===== src/design/sicc_pkg.sv =====
// Shared types and constants for the shell input completeness check.
// Used by sicc_state and shell_input_completeness_check; no dependencies.

package sicc_pkg;

    // Width of every signed depth and keyword balance.
    localparam int LEVEL_BITS = 8;

    typedef logic signed [LEVEL_BITS-1:0] t_level;

    localparam t_level LVL_MAX = t_level'({1'b0, {(LEVEL_BITS-1){1'b1}}});
    localparam t_level LVL_MIN = t_level'({1'b1, {(LEVEL_BITS-1){1'b0}}});

    // Byte codes the scanner reacts to.
    localparam logic [7:0] CH_BSLASH = 8'h5C;
    localparam logic [7:0] CH_SQUOTE = 8'h27;
    localparam logic [7:0] CH_DQUOTE = 8'h22;
    localparam logic [7:0] CH_LPAREN = 8'h28;
    localparam logic [7:0] CH_RPAREN = 8'h29;
    localparam logic [7:0] CH_LBRACE = 8'h7B;
    localparam logic [7:0] CH_RBRACE = 8'h7D;
    localparam logic [7:0] CH_SPACE  = 8'h20;
    localparam logic [7:0] CH_WS_LO  = 8'h09;
    localparam logic [7:0] CH_WS_HI  = 8'h0D;

    // Keywords, first byte in the low bits.
    localparam logic [31:0] KW_DO   = 32'h0000_6F64;
    localparam logic [31:0] KW_IF   = 32'h0000_6669;
    localparam logic [31:0] KW_FI   = 32'h0000_6966;
    localparam logic [31:0] KW_DONE = 32'h656E_6F64;
    localparam logic [31:0] KW_CASE = 32'h6573_6163;
    localparam logic [31:0] KW_ESAC = 32'h6361_7365;

    // One item handed from the input register to the state logic.
    typedef struct packed {
        logic       fire;
        logic [7:0] char_code;
        logic       has_char;
        logic       last;
    } t_step;

    // Verdict for a finished text.
    typedef struct packed {
        logic complete;
        logic saturated;
    } t_result;

endpackage


===== src/design/sicc_state.sv =====
// Running scan state of the completeness check: quoting, depths, token
// tracking and keyword balances. Depends on sicc_pkg.

module sicc_state (
    input  logic             i_clk,
    input  logic             i_rst_n,
    input  sicc_pkg::t_step  i_step,
    output sicc_pkg::t_result o_result
);

    typedef enum logic [3:0] {
        PH_LEAD  = 4'b0001,
        PH_WORD  = 4'b0010,
        PH_TRAIL = 4'b0100,
        PH_DEAD  = 4'b1000
    } t_phase;

    typedef struct packed {
        logic             sat;
        sicc_pkg::t_level val;
    } t_lvl_res;

    function automatic t_lvl_res lvl_add(input sicc_pkg::t_level v, input logic up);
        t_lvl_res r;
        r.sat = 1'b0;
        r.val = v;
        if (up) begin
            if (v == sicc_pkg::LVL_MAX) r.sat = 1'b1;
            else r.val = v + sicc_pkg::t_level'(1);
        end else begin
            if (v == sicc_pkg::LVL_MIN) r.sat = 1'b1;
            else r.val = v - sicc_pkg::t_level'(1);
        end
        return r;
    endfunction

    logic             r_esc, n_esc;
    logic             r_sq, n_sq;
    logic             r_dq, n_dq;
    sicc_pkg::t_level r_paren, n_paren;
    sicc_pkg::t_level r_brace, n_brace;
    logic [31:0]      r_chars, n_chars;
    logic [2:0]       r_len, n_len;
    t_phase           r_phase, n_phase;
    sicc_pkg::t_level r_loop, n_loop;
    sicc_pkg::t_level r_cond, n_cond;
    sicc_pkg::t_level r_case, n_case;
    logic             r_seen, n_seen;

    logic        c_space;
    logic        c_ws;
    logic        do_fin;
    logic [31:0] f_chars;
    logic [2:0]  f_len;
    t_phase      f_phase;
    t_lvl_res    lv;
    logic [7:0]  ch;

    always_comb begin
        ch      = i_step.char_code;
        n_esc   = r_esc;
        n_sq    = r_sq;
        n_dq    = r_dq;
        n_paren = r_paren;
        n_brace = r_brace;
        n_chars = r_chars;
        n_len   = r_len;
        n_phase = r_phase;
        n_loop  = r_loop;
        n_cond  = r_cond;
        n_case  = r_case;
        n_seen  = r_seen;
        lv      = '0;
        c_space = i_step.has_char && (ch == sicc_pkg::CH_SPACE);
        c_ws    = ch inside {[sicc_pkg::CH_WS_LO:sicc_pkg::CH_WS_HI]};

        // quote and bracket scan
        if (i_step.has_char) begin
            if (r_esc) begin
                n_esc = 1'b0;
            end else if (ch == sicc_pkg::CH_BSLASH && !r_sq) begin
                n_esc = 1'b1;
            end else if (ch == sicc_pkg::CH_SQUOTE && !r_dq) begin
                n_sq = !r_sq;
            end else if (ch == sicc_pkg::CH_DQUOTE && !r_sq) begin
                n_dq = !r_dq;
            end else if (!r_sq && !r_dq) begin
                case (ch)
                    sicc_pkg::CH_LPAREN: begin
                        lv = lvl_add(r_paren, 1'b1);
                        n_paren = lv.val;
                    end
                    sicc_pkg::CH_RPAREN: begin
                        lv = lvl_add(r_paren, 1'b0);
                        n_paren = lv.val;
                    end
                    sicc_pkg::CH_LBRACE: begin
                        lv = lvl_add(r_brace, 1'b1);
                        n_brace = lv.val;
                    end
                    sicc_pkg::CH_RBRACE: begin
                        lv = lvl_add(r_brace, 1'b0);
                        n_brace = lv.val;
                    end
                    default: ;
                endcase
            end
        end
        n_seen = n_seen | lv.sat;

        // token builder; a space closes the token built so far
        if (c_space) begin
            n_chars = '0;
            n_len   = '0;
            n_phase = PH_LEAD;
        end else if (i_step.has_char && c_ws) begin
            if (r_phase == PH_WORD) n_phase = PH_TRAIL;
        end else if (i_step.has_char) begin
            case (r_phase)
                PH_LEAD: begin
                    n_chars = {24'd0, ch};
                    n_len   = 3'd1;
                    n_phase = PH_WORD;
                end
                PH_WORD: begin
                    if (r_len[2]) begin
                        n_phase = PH_DEAD;
                    end else begin
                        n_chars[r_len[1:0]*8 +: 8] = ch;
                        n_len = r_len + 3'd1;
                    end
                end
                default: n_phase = PH_DEAD;
            endcase
        end

        do_fin  = c_space || i_step.last;
        f_chars = c_space ? r_chars : n_chars;
        f_len   = c_space ? r_len   : n_len;
        f_phase = c_space ? r_phase : n_phase;

        lv = '0;
        if (do_fin && (f_phase == PH_WORD || f_phase == PH_TRAIL)) begin
            if (f_len == 3'd2) begin
                if (f_chars == sicc_pkg::KW_DO) begin
                    lv = lvl_add(r_loop, 1'b1);
                    n_loop = lv.val;
                end else if (f_chars == sicc_pkg::KW_IF) begin
                    lv = lvl_add(r_cond, 1'b1);
                    n_cond = lv.val;
                end else if (f_chars == sicc_pkg::KW_FI) begin
                    lv = lvl_add(r_cond, 1'b0);
                    n_cond = lv.val;
                end
            end else if (f_len == 3'd4) begin
                if (f_chars == sicc_pkg::KW_DONE) begin
                    lv = lvl_add(r_loop, 1'b0);
                    n_loop = lv.val;
                end else if (f_chars == sicc_pkg::KW_CASE) begin
                    lv = lvl_add(r_case, 1'b1);
                    n_case = lv.val;
                end else if (f_chars == sicc_pkg::KW_ESAC) begin
                    lv = lvl_add(r_case, 1'b0);
                    n_case = lv.val;
                end
            end
        end
        n_seen = n_seen | lv.sat;

        o_result.complete = !(n_sq || n_dq
            || n_paren > sicc_pkg::t_level'(0) || n_brace > sicc_pkg::t_level'(0)
            || n_loop > sicc_pkg::t_level'(0) || n_cond > sicc_pkg::t_level'(0)
            || n_case > sicc_pkg::t_level'(0));
        o_result.saturated = n_seen;
    end

    always_ff @(posedge i_clk) begin
        if (!i_rst_n || (i_step.fire && i_step.last)) begin
            r_esc   <= 1'b0;
            r_sq    <= 1'b0;
            r_dq    <= 1'b0;
            r_paren <= '0;
            r_brace <= '0;
            r_chars <= '0;
            r_len   <= '0;
            r_phase <= PH_LEAD;
            r_loop  <= '0;
            r_cond  <= '0;
            r_case  <= '0;
            r_seen  <= 1'b0;
        end else if (i_step.fire) begin
            r_esc   <= n_esc;
            r_sq    <= n_sq;
            r_dq    <= n_dq;
            r_paren <= n_paren;
            r_brace <= n_brace;
            r_chars <= n_chars;
            r_len   <= n_len;
            r_phase <= n_phase;
            r_loop  <= n_loop;
            r_cond  <= n_cond;
            r_case  <= n_case;
            r_seen  <= n_seen;
        end
    end

endmodule


===== src/design/shell_input_completeness_check.sv =====
// Top level of the shell input completeness check: stream handshakes,
// input register and result register. Depends on sicc_pkg and sicc_state.

// Usage
//   Slave stream: one byte of command text per transaction. s_axis_tdata holds
//   the byte, s_axis_tuser says whether the byte is present (0 lets a bare end
//   mark close a text), s_axis_tlast marks the end of the text.
//   Master stream: one transaction per text, issued only for the transaction
//   that carried tlast. m_axis_tdata[0] is 1 when the text is a complete
//   command and 0 when it needs a continuation line; m_axis_tuser is 1 when any
//   bracket depth or do/if/case balance hit its signed limit in that text.
//   Transactions without tlast produce nothing on the master side.
// Timing
//   One byte per cycle sustained, except that a byte with tlast waits while a
//   verdict is held on a stalled master side. A byte sits in the input register
//   while the scan state updates; the verdict lands in the result register as
//   the last byte leaves the input register. The scan state update sets the rate.
// Reset and stalls
//   i_rst_n (synchronous, active low) empties both registers and clears all
//   scan state; the state also clears itself after each verdict. While the
//   master side stalls with a verdict held, bytes without tlast keep flowing;
//   a byte with tlast waits in the input register and s_axis_tready drops.

module shell_input_completeness_check (
    input  logic       i_clk,
    input  logic       i_rst_n,
    input  logic       s_axis_tvalid,
    output logic       s_axis_tready,
    input  logic [7:0] s_axis_tdata,   // [7:0] char_code
    input  logic       s_axis_tuser,   // [0] has_char
    input  logic       s_axis_tlast,   // end of command text
    output logic       m_axis_tvalid,
    input  logic       m_axis_tready,
    output logic [7:0] m_axis_tdata,   // [0] complete, [7:1] zero
    output logic       m_axis_tuser    // [0] saturated
);

    logic              r_in_vld;
    logic [7:0]        r_in_char;
    logic              r_in_has;
    logic              r_in_last;
    logic              r_out_vld;
    sicc_pkg::t_result r_out;

    logic              adv;
    sicc_pkg::t_step   step;
    sicc_pkg::t_result res;

    // the input register moves on unless it holds an end byte while the
    // result register is occupied and m_axis_tready is low
    assign adv = r_in_vld && (!r_in_last || !r_out_vld || m_axis_tready);
    assign s_axis_tready = !r_in_vld || adv;

    assign step.fire      = adv;
    assign step.char_code = r_in_char;
    assign step.has_char  = r_in_has;
    assign step.last      = r_in_last;

    sicc_state u_state (
        .i_clk    (i_clk),
        .i_rst_n  (i_rst_n),
        .i_step   (step),
        .o_result (res)
    );

    always_ff @(posedge i_clk) begin
        if (!i_rst_n) begin
            r_in_vld <= 1'b0;
        end else if (s_axis_tready) begin
            r_in_vld <= s_axis_tvalid;
        end
    end

    always_ff @(posedge i_clk) begin
        if (s_axis_tready && s_axis_tvalid) begin
            r_in_char <= s_axis_tdata;
            r_in_has  <= s_axis_tuser;
            r_in_last <= s_axis_tlast;
        end
    end

    always_ff @(posedge i_clk) begin
        if (!i_rst_n) begin
            r_out_vld <= 1'b0;
        end else if (adv && r_in_last) begin
            r_out_vld <= 1'b1;
        end else if (m_axis_tready) begin
            r_out_vld <= 1'b0;
        end
    end

    always_ff @(posedge i_clk) begin
        if (adv && r_in_last) begin
            r_out <= res;
        end
    end

    assign m_axis_tvalid = r_out_vld;
    assign m_axis_tdata  = {7'd0, r_out.complete};
    assign m_axis_tuser  = r_out.saturated;

    // an end byte never overtakes a verdict that is still waiting
    a_end_waits: assert property (@(posedge i_clk) disable iff (!i_rst_n)
        (r_in_vld && r_in_last && r_out_vld && !m_axis_tready) |-> !s_axis_tready)
        else $error("end byte advanced over a held verdict");

    // a fresh verdict only follows an end byte leaving the input register
    a_verdict_src: assert property (@(posedge i_clk) disable iff (!i_rst_n)
        $rose(m_axis_tvalid) |-> $past(adv && r_in_last))
        else $error("verdict appeared without an end byte");

    // back-to-back verdicts need an end byte each cycle
    a_verdict_refill: assert property (@(posedge i_clk) disable iff (!i_rst_n)
        (m_axis_tvalid && m_axis_tready) |=> (m_axis_tvalid == $past(adv && r_in_last)))
        else $error("result register refill mismatch");

endmodule


===== config.mk =====
export PLATFORM = sky130hd
export DESIGN_NAME = shell_input_completeness_check
export DESIGN_NICKNAME = d
export VERILOG_FILES = /design/src/design/sicc_pkg.sv /design/src/design/sicc_state.sv /design/src/design/shell_input_completeness_check.sv
export SDC_FILE = /design/constraint.sdc
export NUM_CORES = 1
export LEC_CHECK = 0
export BUFFER_PORTS_ARGS = -buffer_cell sky130_fd_sc_hd__buf_4
export CAP_MARGIN = 20
export CORE_AREA = 2 2 98 195
export DETAILED_ROUTE_END_ITERATION = 10
export DIE_AREA = 0 0 100 197
export GPL_TIMING_DRIVEN = 1
export PLACE_DENSITY = 0.65
export SLEW_MARGIN = 30
export SYNTH_ARGS = -nofsm -noshare
export SYNTH_HDL_FRONTEND = slang
export SYNTH_SLANG_ARGS = --single-unit
export TNS_END_PERCENT = 50

===== constraint.sdc =====
create_clock -name i_clk -period 5.35 [get_ports i_clk]
set_input_delay 1.07 -clock i_clk [delete_from_list [all_inputs] [get_ports i_clk]]
set_output_delay 1.07 -clock i_clk [all_outputs]
set_load 0.01 [all_outputs]

==> parameters.txt <==
Parameter                              Value

STA
  Total of endpoints with negative setup slack in the final report ... 0
  Setup TNS ... 0 ns
  Setup repair after global routing missed its margin ... no
  Final Hold Fails ... 0
  Remaining max-slew budget at the tightest pin ... 44.82%
  Highest attainable clock frequency ... just under 0.2 GHz
  Number of pins with negative max-slew slack in the final report ... 0
  Final critical delay including setup and external delays ... approximately 5.1 ns
  Part of the cycle the worst path needs ... between 90 and 100%
  Worst setup skew after layout ... ~0.012 ns
  Tightest Pin Transition ... approximately 0.82 ns

Layout
  Number of diodes ... 0
  Final core area utilization ... 48.72%
  Synth-to-Final Area Change ... 9.918%
  Number of inserted filler cells in the final layout ... 1867
  Leading cell types in the layout, fill and taps excluded ... 116 x nor2_1, 105 x nand2_1, 85 x dfxtp_1
  Area of the multi-input gates ... 5562 um^2
  Final-stage net count ... ~1200
  Share of post-route cells with drive strength above 1 ... ~11%
  Area taken by flip-flops and latches ... 2062 um^2
  Most common cell after layout, fill and taps aside ... nor2_1

Critical path
  Top fanout value on the critical path ... 6
  Sort of element at the start of the critical path ... flip-flop
  CP Data Arrival Time ... ~5.3 ns
  Worst setup EP type ... flip-flop
  Most used cell, CP ... nand4_1
  Worst path cell trace ... inv_1, ha_1, or4b_2, o21ai_0, nand4_1, a32oi_1, nand4_1, or3_1, or4_1, o221a_1, a211oi_1, o211ai_1, or4_4, a221oi_2
  Family with the most delay on the worst path ... simple AND/OR/NAND/NOR gates
  Critical setup path kind ... flip-flop to flip-flop
  Critical Path Slowest Stage Cell ... or4b_2
  Data required time of the critical path ... 5.55 ns
  Largest incremental delay on the critical path ... 0.61 ns
  Worst path buffer plus inverter count ... 1

Global route
  Initial antenna violation count ... 0
  Maximum number of pins on one net before global-route repair ... 83
  Via count of the first global-routing pass ... 8873
  Aggregate global-route resource usage ... 31.45%
  Overall overflow remaining after global route ... 0
  Wire length of the first global-routing pass ... 48180 um

Die
  # IOs ... 25
  Die area ... 19700 um^2
  Count of standard-cell rows ... 70
  Overall die height ... 197 um
  Initial core utilization ... 44.32%
  Placeable core region ... 18220 um^2
  Width of the die ... about 100 um

Synthesis
  Area share of the leading cell type in the synthesized netlist ... 21.08%
  Xor/xnor share of the synthesized area ... about 1.2%
  Fraction of synthesis flops using an asynchronous set or reset pin ... 0%
  Area of the mapped netlist ... 8074 um^2
  Combinational family with the most area after synthesis ... simple AND/OR/NAND/NOR gates
  Portion of netlist area occupied by mux cells ... 1.023%
  Syn_area_per_cell ... 7.261 um^2
  Main synth FF type ... dfxtp_1
  Post-synth EDFFs ... 12
  Adder and majority cell fraction of the synthesized area ... roughly 3.3%
  Most area-consuming cells after synthesis ... dfxtp_1 21%, nor2_1 5.4%, nand2_1 4.9%
  Post-synthesis share of cell area spent on and, or, nand and nor gates ... 33.88%
  Cell variety after synth ... a little under 80
  Proportion of synthesized chip area in sequential cells ... between 20% and 30%
  Count of warnings emitted by yosys ... 0
  Number of cells produced by synthesis ... 1112
  Post-synthesis register bit count ... 97
  Share of the synthesized area in compound gates (AO/OA/AOI/OAI) ... between 20% and 30%
  Synth area leader ... dfxtp_1

Drt
  Detail-routed via count per cell ... around 7
  Count of vias placed by the detailed router ... 9129
  # DRC ... 0
  Count of TritonRoute iterations in the first routing pass ... 5
  Count of antenna-violating nets left after detailed routing ... 0
  Aggregate routed wire length ... 30830 um
  Starting DRT DRC Count ... 639
  Post-DR wirelength/cell ... about 23 um

Power
  Pwr Density ... approximately 190 nW/um^2
  Maximum vdd ir drop ... 163.3 uV
  Static leakage ... 0.002927 uW

Outcome
  Result of the run ... finished clean

CTS
  Insertion delay to the later sink of the worst-skew pair ... 0.37 ns
  Count of instances resized after the clock tree is built ... 0
  Number of H-tree branching levels ... 3
  Number of hold-repair buffers added at the cts stage ... 0
  Clock buffer count from CTS ... 9
  Clock Pin Slew Worst Setup and Hold Paths ... approximately 0.08 ns
  Longest Clk Path Bufs ... 2
  Buffer cell driving the clock tree root ... clkbuf_16
  Clock Sink Count ... 97
  Postcts setup bufs ... 0
  TritonCTS clock tree ... yes

Placed design
  Buffers on Ports ... 17
  Routability-driven placement congestion ratio ... 1.039
  Sum of net half-perimeters after detailed placement ... 23220 um

Worst hold path
  Path type of the worst min-delay path ... flip-flop to flip-flop

Job
  Number of maximum-capacitance violations ... 0
-- cells by family after synthesis --
| logic type | count (synthesis) |
|---|---|
| adder cells (fa/ha/maj) | 21 |
| multiplexers | 8 |
| buffers and inverters | 115 |
| AND/OR/NAND/NOR | 521 |
| flip-flops | 97 |
| XOR/XNOR | 11 |
| other | 1 |
| AO/OA/AOI/OAI | 338 |
-- state kept, by name (all words and copies together), names as in the netlist, 3 cells and up --
| register | cells |
|---|---|
| u_state.r_chars | 32 |
| r_in_char | 8 |
| u_state.r_brace | 8 |
| u_state.r_case | 8 |
| u_state.r_cond | 8 |
| u_state.r_loop | 8 |
| u_state.r_paren | 8 |
| u_state.r_phase | 4 |
| u_state.r_len | 3 |
-- cell usage after synthesis, types with 8 or more instances --
library cell    n
nor2_1        116
nand2_1       105
dfxtp_1        85
clkbuf_1       74
a21oi_1        71
o21ai_0        52
nand3_1        50
nor3_1         43
nand4_1        30
a211oi_1       28
a22oi_1        28
inv_1          26
or3_1          26
and3_1         22
a32oi_1        21
ha_1           21
a31oi_1        17
nor2b_1        15
nor4_1         15
nand2b_1       14
or4_1          14
or2_2          13
edfxtp_1       12
o22ai_1        12
o31ai_1        12
and2_1         10
and4_1          9
nor3b_1         9
a32o_1          8
nor4b_1         8
o211ai_1        8
o21a_1          8
xnor2_1         8
-- layer usage --
layer	part of all wire, %	track usage (%)	vias to the layer above
li1	-	-	4237
met1	35	31.52	4312
met2	52	57.76	412
met3	4.8	3.901	168
met4	8.4	23.39	0
met5	0	0	-
-- final timing paths --
| check | startpoint | end | slack [ns] | depth (start not counted) |
|---|---|---|---|---|
| min | u_state.r_chars[12]$_SDFFE_PP0P_ | u_state.r_chars[12]$_SDFFE_PP0P_ | 0.46 | 2 |
| max | u_state.r_len[1]$_SDFFE_PP0P_ | m_axis_tdata[0]$_DFFE_PP_ | 0.22 | 14 |
| max reg2reg | u_state.r_len[1]$_SDFFE_PP0P_ | m_axis_tdata[0]$_DFFE_PP_ | 0.22 | 14 |
| min reg2reg | u_state.r_chars[12]$_SDFFE_PP0P_ | u_state.r_chars[12]$_SDFFE_PP0P_ | 0.46 | 2 |
-- worst register-to-register path, cell delays in order (launching register included) --
cell      delay, ns
dfxtp_1        0.44
inv_1          0.12
ha_1           0.35
or4b_2         0.61
o21ai_0        0.35
nand4_1        0.16
a32oi_1        0.35
nand4_1        0.22
or3_1          0.47
or4_1          0.56
o221a_1        0.24
a211oi_1       0.30
o211ai_1       0.14
or4_4          0.43
a221oi_2       0.24
-- cell type report --
class                      instances  share of cell area [%]
tap                              216                   3.045
inverter                          26                   1.100
sequential                        97                   23.23
clock inverter                     6                  0.4934
timing repair buffer              77                   6.880
clock buffer                      10                   2.580
multi-input combinational        906                   62.67
-- stage by stage --
step | cells | cell area [um^2] | hold slack (ns) | total power, uW | setup slack [ns]
6_report | 1338 | 8875 | 0.4645 | 1698 | 0.2153
5_1_grt | 1338 | 8875 | 0.4872 | 1758 | 0.003668
4_1_cts | 1337 | 8847 | 0.4638 | 1697 | 0.2981
3_5_place_dp | 1321 | 8574 | 0.4533 | 1065 | 0.3037
3_3_place_gp | 1321 | 8568 | 0.4480 | 1064 | 0.3928
2_1_floorplan | 1118 | 8097 | 0.4315 | 974.2 | 0.1673
-- power breakdown --
group / switching [uW] / internal (uW) / total (uW)
clock: 321 / 318 / 639
combinational: 178 / 95.7 / 274
sequential: 30.4 / 755 / 785
No activity file was read; power rests on OpenSTA's default activity.
